### src/sv/dtd_pkg.sv
package dtd_pkg;

	localparam int unsigned FB_W    = 24;
	localparam int unsigned DIST_W  = 16;
	localparam int unsigned DISP_W  = 16;
	localparam int unsigned DEPTH_W = 16;
	localparam int unsigned CFG_W   = 24;
	localparam int unsigned IDX_W   = 2;

	// divisor of a bound: distance plus correction, one bit wider than the distance
	localparam int unsigned BDIV_W  = DIST_W + 1;
	// largest bound is the largest product over the correction
	localparam int unsigned BOUND_W = 14;

	localparam logic [BDIV_W-1:0]  DIST_CORR  = BDIV_W'(1500);
	localparam logic [DEPTH_W-1:0] DEPTH_MAX  = DEPTH_W'(65535);
	localparam logic [FB_W-1:0]    FB_RESET   = FB_W'(12821030);
	localparam logic [DIST_W-1:0]  NEAR_RESET = DIST_W'(5000);
	localparam logic [DIST_W-1:0]  FAR_RESET  = DIST_W'(16560);

	// quotient bits resolved by each stage of the depth divider
	localparam int unsigned SPS  = 4;
	localparam int unsigned NDIV = FB_W / SPS;

	typedef enum logic [IDX_W-1:0] {
		REG_FOCAL_BASELINE = 2'd0,
		REG_NEAR_DISTANCE  = 2'd1,
		REG_FAR_DISTANCE   = 2'd2
	} cfg_reg_t;

	typedef struct packed {
		logic [DISP_W-1:0] dvs;
		logic [DISP_W-1:0] rem;
		logic [FB_W-1:0]   quo;
		logic              kill;
	} stage_t;

endpackage

### src/sv/dtd_seq_div.sv
module dtd_seq_div (
	input  logic                          clk,
	input  logic                          arst_n,
	input  logic                          start,
	input  logic [dtd_pkg::FB_W-1:0]      dividend,
	input  logic [dtd_pkg::BDIV_W-1:0]    divisor,
	output logic                          busy,
	output logic [dtd_pkg::BOUND_W-1:0]   quotient
);
	import dtd_pkg::*;

	localparam int unsigned CNT_W = $clog2(FB_W + 1);

	logic              busy_q;
	logic [CNT_W-1:0]  cnt_q;
	logic [BDIV_W-1:0] div_q;
	logic [BDIV_W-1:0] rem_q;
	logic [FB_W-1:0]   quo_q;
	logic [BDIV_W:0]   trial;
	logic              ge;

	// restoring division, one quotient bit per cycle, dividend shifts out the top
	assign trial = {rem_q, quo_q[FB_W-1]};
	assign ge    = trial >= {1'b0, div_q};

	always_ff @(posedge clk or negedge arst_n) begin
		if (!arst_n) begin
			busy_q <= 1'b0;
			cnt_q  <= '0;
		end else if (start) begin
			busy_q <= 1'b1;
			cnt_q  <= CNT_W'(FB_W);
		end else if (busy_q) begin
			cnt_q <= cnt_q - CNT_W'(1);
			if (cnt_q == CNT_W'(1)) begin
				busy_q <= 1'b0;
			end
		end
	end

	always_ff @(posedge clk) begin
		if (start) begin
			div_q <= divisor;
			rem_q <= '0;
			quo_q <= dividend;
		end else if (busy_q) begin
			rem_q <= ge ? BDIV_W'(trial - {1'b0, div_q}) : trial[BDIV_W-1:0];
			quo_q <= {quo_q[FB_W-2:0], ge};
		end
	end

	assign busy     = busy_q;
	assign quotient = quo_q[BOUND_W-1:0];

endmodule

### src/sv/disparity_to_depth_convert.sv
// Converts one stereo disparity word per beat into a depth in millimetres: the
// focal-baseline product divided by the disparity, truncated and saturated at 65535.
// A disparity outside the window set by the near and far distances (each plus a
// 1500 mm correction, turned into disparity bounds by dividing the product by
// them), or a disparity of zero, gives 0. One pixel enters per cycle while in_stall
// is low; each taken beat passes eight registers on its way to a result (input
// register, six divider stages that resolve four quotient bits each, output
// register). Each stage holds its beat under out_stall and passes it on as soon as
// the stage ahead has room, so bubbles close up. The bounds come from two bit-serial
// dividers that run after reset and after every configuration write; in_stall
// stays high while they run.
// Write configuration only with no beats in flight.
module disparity_to_depth_convert (
	input  logic                          clk,
	input  logic                          arst_n,
	// configuration
	input  logic                          cfg_wr_en,
	input  logic [dtd_pkg::IDX_W-1:0]     cfg_index,
	input  logic [dtd_pkg::CFG_W-1:0]     cfg_data,
	// disparity in
	input  logic                          in_valid,
	output logic                          in_stall,
	input  logic [dtd_pkg::DISP_W-1:0]    disparity,
	// depth out
	output logic                          out_valid,
	input  logic                          out_stall,
	output logic [dtd_pkg::DEPTH_W-1:0]   depth_mm
);
	import dtd_pkg::*;

	// configuration registers and bound dividers
	logic [FB_W-1:0]    fb_q;
	logic [DIST_W-1:0]  near_q;
	logic [DIST_W-1:0]  far_q;
	logic               start_q;
	logic               near_busy;
	logic               far_busy;
	logic [BOUND_W-1:0] near_bound;
	logic [BOUND_W-1:0] far_bound;

	// pipeline
	logic               valid_s [0:NDIV];
	stage_t             stage_s [0:NDIV];
	logic               load    [0:NDIV];
	logic               load_out;
	logic               out_valid_q;
	logic [DEPTH_W-1:0] depth_q;
	logic               in_beat;
	logic               in_kill;

	always_ff @(posedge clk or negedge arst_n) begin
		if (!arst_n) begin
			fb_q    <= FB_RESET;
			near_q  <= NEAR_RESET;
			far_q   <= FAR_RESET;
			start_q <= 1'b1;
		end else begin
			// kick the bound dividers in the cycle after any write, once the value has landed
			start_q <= cfg_wr_en;
			if (cfg_wr_en) begin
				unique case (cfg_index)
					REG_FOCAL_BASELINE: fb_q   <= cfg_data[FB_W-1:0];
					REG_NEAR_DISTANCE:  near_q <= cfg_data[DIST_W-1:0];
					REG_FAR_DISTANCE:   far_q  <= cfg_data[DIST_W-1:0];
					default: ;
				endcase
			end
		end
	end

	dtd_seq_div u_near_div (
		.clk      (clk),
		.arst_n   (arst_n),
		.start    (start_q),
		.dividend (fb_q),
		.divisor  ({1'b0, near_q} + DIST_CORR),
		.busy     (near_busy),
		.quotient (near_bound)
	);

	dtd_seq_div u_far_div (
		.clk      (clk),
		.arst_n   (arst_n),
		.start    (start_q),
		.dividend (fb_q),
		.divisor  ({1'b0, far_q} + DIST_CORR),
		.busy     (far_busy),
		.quotient (far_bound)
	);

	// A stage takes a new beat when it is empty or its own beat moves on.
	assign load_out = !out_valid_q || !out_stall;

	always_comb begin
		load[NDIV] = !valid_s[NDIV] || load_out;
		for (int k = NDIV - 1; k >= 0; k--) begin
			load[k] = !valid_s[k] || load[k+1];
		end
	end

	assign in_stall = start_q || near_busy || far_busy || !load[0];
	assign in_beat  = in_valid && !in_stall;

	// Drop to zero outside the bound window and on a zero disparity.
	assign in_kill = (disparity < {{(DISP_W-BOUND_W){1'b0}}, far_bound})
		|| (disparity > {{(DISP_W-BOUND_W){1'b0}}, near_bound})
		|| (disparity == '0);

	always_ff @(posedge clk or negedge arst_n) begin
		if (!arst_n) begin
			valid_s[0] <= 1'b0;
		end else if (load[0]) begin
			valid_s[0] <= in_beat;
		end
	end

	always_ff @(posedge clk) begin
		if (load[0]) begin
			stage_s[0] <= '{dvs: disparity, rem: '0, quo: '0, kill: in_kill};
		end
	end

	// Divider stages: restoring division of the product by the disparity,
	// dividend bits taken from the top down, SPS of them per stage.
	for (genvar k = 1; k <= NDIV; k++) begin : g_div
		logic [DISP_W-1:0] rem_n;
		logic [SPS-1:0]    qb_n;

		always_comb begin
			logic [DISP_W:0] trial;
			rem_n = stage_s[k-1].rem;
			qb_n  = '0;
			for (int j = 0; j < SPS; j++) begin
				trial = {rem_n, fb_q[FB_W-1-(k-1)*SPS-j]};
				if (trial >= {1'b0, stage_s[k-1].dvs}) begin
					rem_n           = DISP_W'(trial - {1'b0, stage_s[k-1].dvs});
					qb_n[SPS-1-j]   = 1'b1;
				end else begin
					rem_n           = trial[DISP_W-1:0];
				end
			end
		end

		always_ff @(posedge clk or negedge arst_n) begin
			if (!arst_n) begin
				valid_s[k] <= 1'b0;
			end else if (load[k]) begin
				valid_s[k] <= valid_s[k-1];
			end
		end

		always_ff @(posedge clk) begin
			if (load[k]) begin
				stage_s[k] <= '{
					dvs:  stage_s[k-1].dvs,
					rem:  rem_n,
					quo:  {stage_s[k-1].quo[FB_W-SPS-1:0], qb_n},
					kill: stage_s[k-1].kill
				};
			end
		end
	end

	// Output register: zero on kill, clamp anything past 16 bits.
	always_ff @(posedge clk or negedge arst_n) begin
		if (!arst_n) begin
			out_valid_q <= 1'b0;
		end else if (load_out) begin
			out_valid_q <= valid_s[NDIV];
		end
	end

	always_ff @(posedge clk) begin
		if (load_out) begin
			if (stage_s[NDIV].kill) begin
				depth_q <= '0;
			end else if (|stage_s[NDIV].quo[FB_W-1:DEPTH_W]) begin
				depth_q <= DEPTH_MAX;
			end else begin
				depth_q <= stage_s[NDIV].quo[DEPTH_W-1:0];
			end
		end
	end

	assign out_valid = out_valid_q;
	assign depth_mm  = depth_q;

	// Both bound dividers start together and run the same count.
	a_div_lockstep: assert property (@(posedge clk) disable iff (!arst_n)
		near_busy == far_busy)
		else $error("bound dividers out of step");

	a_div_start: assert property (@(posedge clk) disable iff (!arst_n)
		start_q |=> near_busy)
		else $error("bound divider did not start");

	a_full_stalls: assert property (@(posedge clk) disable iff (!arst_n)
		(valid_s[0] && valid_s[1] && valid_s[2] && valid_s[3] && valid_s[4]
			&& valid_s[5] && valid_s[6] && out_valid && out_stall) |-> in_stall)
		else $error("input taken with full pipeline");

	a_kill_zero: assert property (@(posedge clk) disable iff (!arst_n)
		(valid_s[NDIV] && load_out && stage_s[NDIV].kill) |=> (depth_mm == '0))
		else $error("out-of-window pixel gave nonzero depth");

endmodule

### config.mk
export PLATFORM = sky130hd
export DESIGN_NAME = disparity_to_depth_convert
export DESIGN_NICKNAME = d
export VERILOG_FILES = /design/src/sv/dtd_pkg.sv /design/src/sv/dtd_seq_div.sv /design/src/sv/disparity_to_depth_convert.sv
export SDC_FILE = /design/constraint.sdc
export NUM_CORES = 2
export LEC_CHECK = 0
export BUFFER_PORTS_ARGS = -buffer_cell sky130_fd_sc_hd__buf_2
export CAP_MARGIN = 20
export CELL_PAD_IN_SITES_DETAIL_PLACEMENT = 1
export CELL_PAD_IN_SITES_GLOBAL_PLACEMENT = 2
export CORE_MARGIN = 4
export CORE_UTILIZATION = 42
export CTS_CLUSTER_DIAMETER = 120
export DETAILED_ROUTE_END_ITERATION = 8
export PLACE_DENSITY_LB_ADDON = 0.1
export SYNTH_ARGS = -nofsm -noshare
export SYNTH_HDL_FRONTEND = slang
export SYNTH_SLANG_ARGS = --single-unit
export TNS_END_PERCENT = 100
### constraint.sdc
create_clock -name clk -period 12.1 [get_ports clk]
set_clock_uncertainty 0.1 [all_clocks]
set_input_delay 0 -clock clk [delete_from_list [all_inputs] [get_ports clk]]
set_output_delay 0 -clock clk [all_outputs]
set_load 0.02 [all_outputs]
==> impl_metrics.json <==
{
  "clock_tree.buffer_depth": 3,
  "drive_above_1_share_pct": 11.0,
  "setup.worst_path.start_class": "flop",
  "worstPathArrival_ps": 11640,
  "finish.cell_count_without_fillers": 5707,
  "setup_violations": 0,
  "grt_max_degree": 86,
  "yosysUniqueCellTypes": 102,
  "grt_setup_unrepaired": "false",
  "clock_latency_ps": 660,
  "number_of_global_route_vias_before_repair": 33616,
  "grt-ovfl-total": 0,
  "min-delay-path-class": "in -> async",
  "yosysWarnings": 0,
  "io_pins": 65,
  "viasPerCell": 5.69,
  "rows": 112,
  "drt_pass1_iterations": 5,
  "cp_max_fo": 17,
  "hold_ws_ps": 17.9,
  "post_synth_edffs": 365,
  "post-place-cells": 5517,
  "pre_cts_slack_ps": -87.0,
  "n_fill_cell": 10862,
  "timing.final.hold_violations": 0,
  "multiInputGateArea_sq_um": 24500,
  "post-synth-top-area-fraction_pct": 27.6,
  "die_w_um": 316,
  "dr_total_vias": 32463,
  "finalMaxSlewViolations": 0,
  "syn_area_sq_um": 39800,
  "drt_first_iter_violations": 1984,
  "slew_headroom_pct": 25.3,
  "cts_root_buffer": "sky130_fd_sc_hd__clkbuf_16",
  "hpwlAfterDp_mm": 99.3,
  "fin_util_pct": 47.6,
  "ys_top_cells_by_area": "sky130_fd_sc_hd__edfxtp_1 (28%), sky130_fd_sc_hd__ha_1 (14%), sky130_fd_sc_hd__xnor2_1 (4.6%), sky130_fd_sc_hd__mux2_2 (4.4%), sky130_fd_sc_hd__a21oi_1 (3.7%)",
  "period_share_pct": 93.9,
  "initial_utilization_pct": 42.5,
  "path_class": "reg -> reg",
  "finalNetCount": 4913,
  "cts.reportedPaths.clkPinSlew_ps": 60,
  "die_height_um": 316,
  "detail-route-antenna-nets": 0,
  "layout.area.seq_sq_um": 13600,
  "tritoncts.num_buffers": 56,
  "core_sq_um": 93600,
  "global_route.usage.total_pct": 25.2,
  "place.gp.congestion": 0.856,
  "htreeDepth": 2,
  "tightestPinTransition_ps": 1120,
  "synth-seq-area-share_pct": 34.2,
  "routed_wirelength_mm": 126,
  "grt_pass1_wl_mm": 197,
  "netlist_instances": 4228,
  "critPathCaptureType": "flop",
  "max_freq_mhz": 88.0,
  "ys_ff_latch": 476,
  "antenna_violations_before_repair": 2,
  "area_enclosed_by_the_die_boundary_sq_um": 99700,
  "tritoncts_clock_tree": "done",
  "cpPeakStageDelay_ps": 540,
  "post-route-worst-setup-slack_ps": 741,
  "cap_viol_max_count": 0,
  "asyncSetResetFlopFracSynth_pct": 16.2,
  "critPathSlowestCell": "sky130_fd_sc_hd__edfxtp_1",
  "io_buf_count": 64,
  "area.growth.synth_to_final_pct": 11.9,
  "synth.net_count": 4736,
  "routedWlPerCell_um": 22.2,
  "synth_area_per_cell_sq_um": 9.41,
  "run_status": "completed",
  "drcViolationCount": 0,
  "required_ps": 12380,
  "clock_sinks": 476,
  "netlist.top_cell.by_area": "sky130_fd_sc_hd__edfxtp_1",
  "post-route-min-period_ps": 11360,
  "yosys_most_used_dff": "sky130_fd_sc_hd__edfxtp_1"
}
==> cell usage after synthesis, types with 30 or more instances <==
| cell | count |
|---|---|
| sky130_fd_sc_hd__ha_1 | 437 |
| sky130_fd_sc_hd__inv_1 | 368 |
| sky130_fd_sc_hd__edfxtp_1 | 365 |
| sky130_fd_sc_hd__a21oi_1 | 297 |
| sky130_fd_sc_hd__nand2_1 | 296 |
| sky130_fd_sc_hd__nor2_1 | 278 |
| sky130_fd_sc_hd__o21ai_0 | 278 |
| sky130_fd_sc_hd__xnor2_1 | 208 |
| sky130_fd_sc_hd__mux2_2 | 154 |
| sky130_fd_sc_hd__nor3_1 | 121 |
| sky130_fd_sc_hd__a21o_1 | 94 |
| sky130_fd_sc_hd__xor2_1 | 89 |
| sky130_fd_sc_hd__o21a_1 | 86 |
| sky130_fd_sc_hd__nand3_1 | 83 |
| sky130_fd_sc_hd__mux2i_1 | 71 |
| sky130_fd_sc_hd__nor2b_1 | 68 |
| sky130_fd_sc_hd__nand4_1 | 60 |
| sky130_fd_sc_hd__a211oi_1 | 57 |
| sky130_fd_sc_hd__dfrtp_1 | 57 |
| sky130_fd_sc_hd__nand2b_1 | 52 |
| sky130_fd_sc_hd__clkbuf_1 | 51 |
| sky130_fd_sc_hd__nor4_1 | 42 |
| sky130_fd_sc_hd__or3_1 | 37 |
| sky130_fd_sc_hd__o21bai_1 | 35 |
| sky130_fd_sc_hd__dfxtp_1 | 34 |
| sky130_fd_sc_hd__a221o_1 | 32 |
| sky130_fd_sc_hd__o31ai_1 | 30 |
==> worst paths after layout <==
check | endpoint | slack, ps | cells after the start | startpoint
worst max-delay path | stage_s[4][39] | 740 | 41 | stage_s[3][42]
worst min-delay path | far_q[6] | 20 | 3 | arst_n
worst max register to register | stage_s[4][39] | 740 | 41 | stage_s[3][42]
worst min register to register | stage_s[5][16] | 310 | 0 | stage_s[4][12]
max in group asynchronous | fb_q[18] | 11210 | 3 | arst_n
min in group clk | stage_s[0][41] | 70 | 2 | disparity[0]
==> layout by cell type, fill, tap and decap left out, drive strengths merged, types with 16 or more instances in the layout <==
cell / Yosys / final
or3: 37 / 37
nand3: 83 / 83
o31a: 27 / 27
buf: 28 / 127
clkinv: 3 / 22
dfstp: 20 / 20
inv: 372 / 377
xor2: 89 / 89
a221o: 32 / 32
a21oi: 301 / 301
dfxtp: 34 / 34
nor4: 42 / 42
o21a: 86 / 86
edfxtp: 365 / 365
nand4: 60 / 60
a211oi: 58 / 58
nor3b: 16 / 16
xnor2: 208 / 208
a31oi: 21 / 21
nor2: 281 / 281
o31ai: 30 / 30
mux2: 174 / 174
or2: 28 / 28
nand2b: 52 / 52
nor2b: 68 / 68
and4: 19 / 19
and3: 28 / 28
a21o: 94 / 94
ha: 437 / 437
o21bai: 35 / 35
a21boi: 19 / 19
nor3: 124 / 124
clkbuf: 52 / 71
dfrtp: 57 / 57
dlygate4sd3: 0 / 72
nand2: 296 / 296
fa: 24 / 24
mux2i: 71 / 71
o21ai: 282 / 282
==> worst max-delay path: cells and delay by family, from the launching register on <==
| kind | cells | cell delay [ps] |
|---|---|---|
| compound gates | 19 | 5030 |
| simple gates | 8 | 1510 |
| mux | 4 | 1460 |
| fa+ha+maj | 4 | 1240 |
| buf+inv | 6 | 1210 |
| flops | 1 | 540 |
==> flip-flops by register name (all words and copies together), names as in the netlist <==
signal and flops:
stage_s 267, fb_q 24, u_far_div.quo_q 24, u_near_div.quo_q 24, u_far_div.div_q 17, u_far_div.rem_q 17
u_near_div.div_q 17, u_near_div.rem_q 17, depth_mm 16, far_q 16, near_q 16, valid_s 7
u_far_div.cnt_q 5, u_near_div.cnt_q 5, out_valid 1, start_q 1, u_far_div.busy 1, u_near_div.busy 1
==> routing by layer <==
layer	routed length, um	global-route usage [%]	up-vias
met5	24	0	-
met4	3510	6.69	4
met3	4120	3.03	156
met2	57800	41.4	449
met1	61100	35.2	15897
li1	-	-	15957
==> per-stage QoR <==
| step | instance area, sq um | setup TNS (ps) |
|---|---|---|
| 2_1_floorplan | 39800 | 0 |
| 3_3_place_gp | 41700 | 0 |
| 3_5_place_dp | 41700 | -903 |
| 4_1_cts | 44300 | 0 |
| 5_1_grt | 44500 | 0 |
| 6_report | 44500 | 0 |
==> cells by family after synthesis <==
kind of cell               count (synthesis)  synth area share (%)
DFF                                      476                  34.2
buffers and inverters                    455                  4.44
xor gates and xnor gates                 297                  6.54
muxes                                    245                  6.85
AOI/OAI and AO/OA                       1122                  18.5
and+or+nand+nor                         1172                  14.6
adders and majority gates                461                  15.0
==> timing repair <==
item | CTS | global route
resized for setup | 2 | 19
setup buffers | 0 | 10
endpoints found under the setup margin | 21 | 69
hold buffers | 71 | 1
hold endpoints to repair | 134 | 3
==> area by class of cell <==
class                   instances  area share, %
multi-input cells            3297           55.0
flip-flops and latches        476           30.5
repair buffers                199           3.55
well taps                    1254           3.52
clock buffers                  71           3.43
inverters                     375           3.18
clock inverters                34          0.745
diodes                          1        0.00562
Power is not shown: default switching activity piles up to over one toggle a cycle in this logic, so the estimate is an artifact.
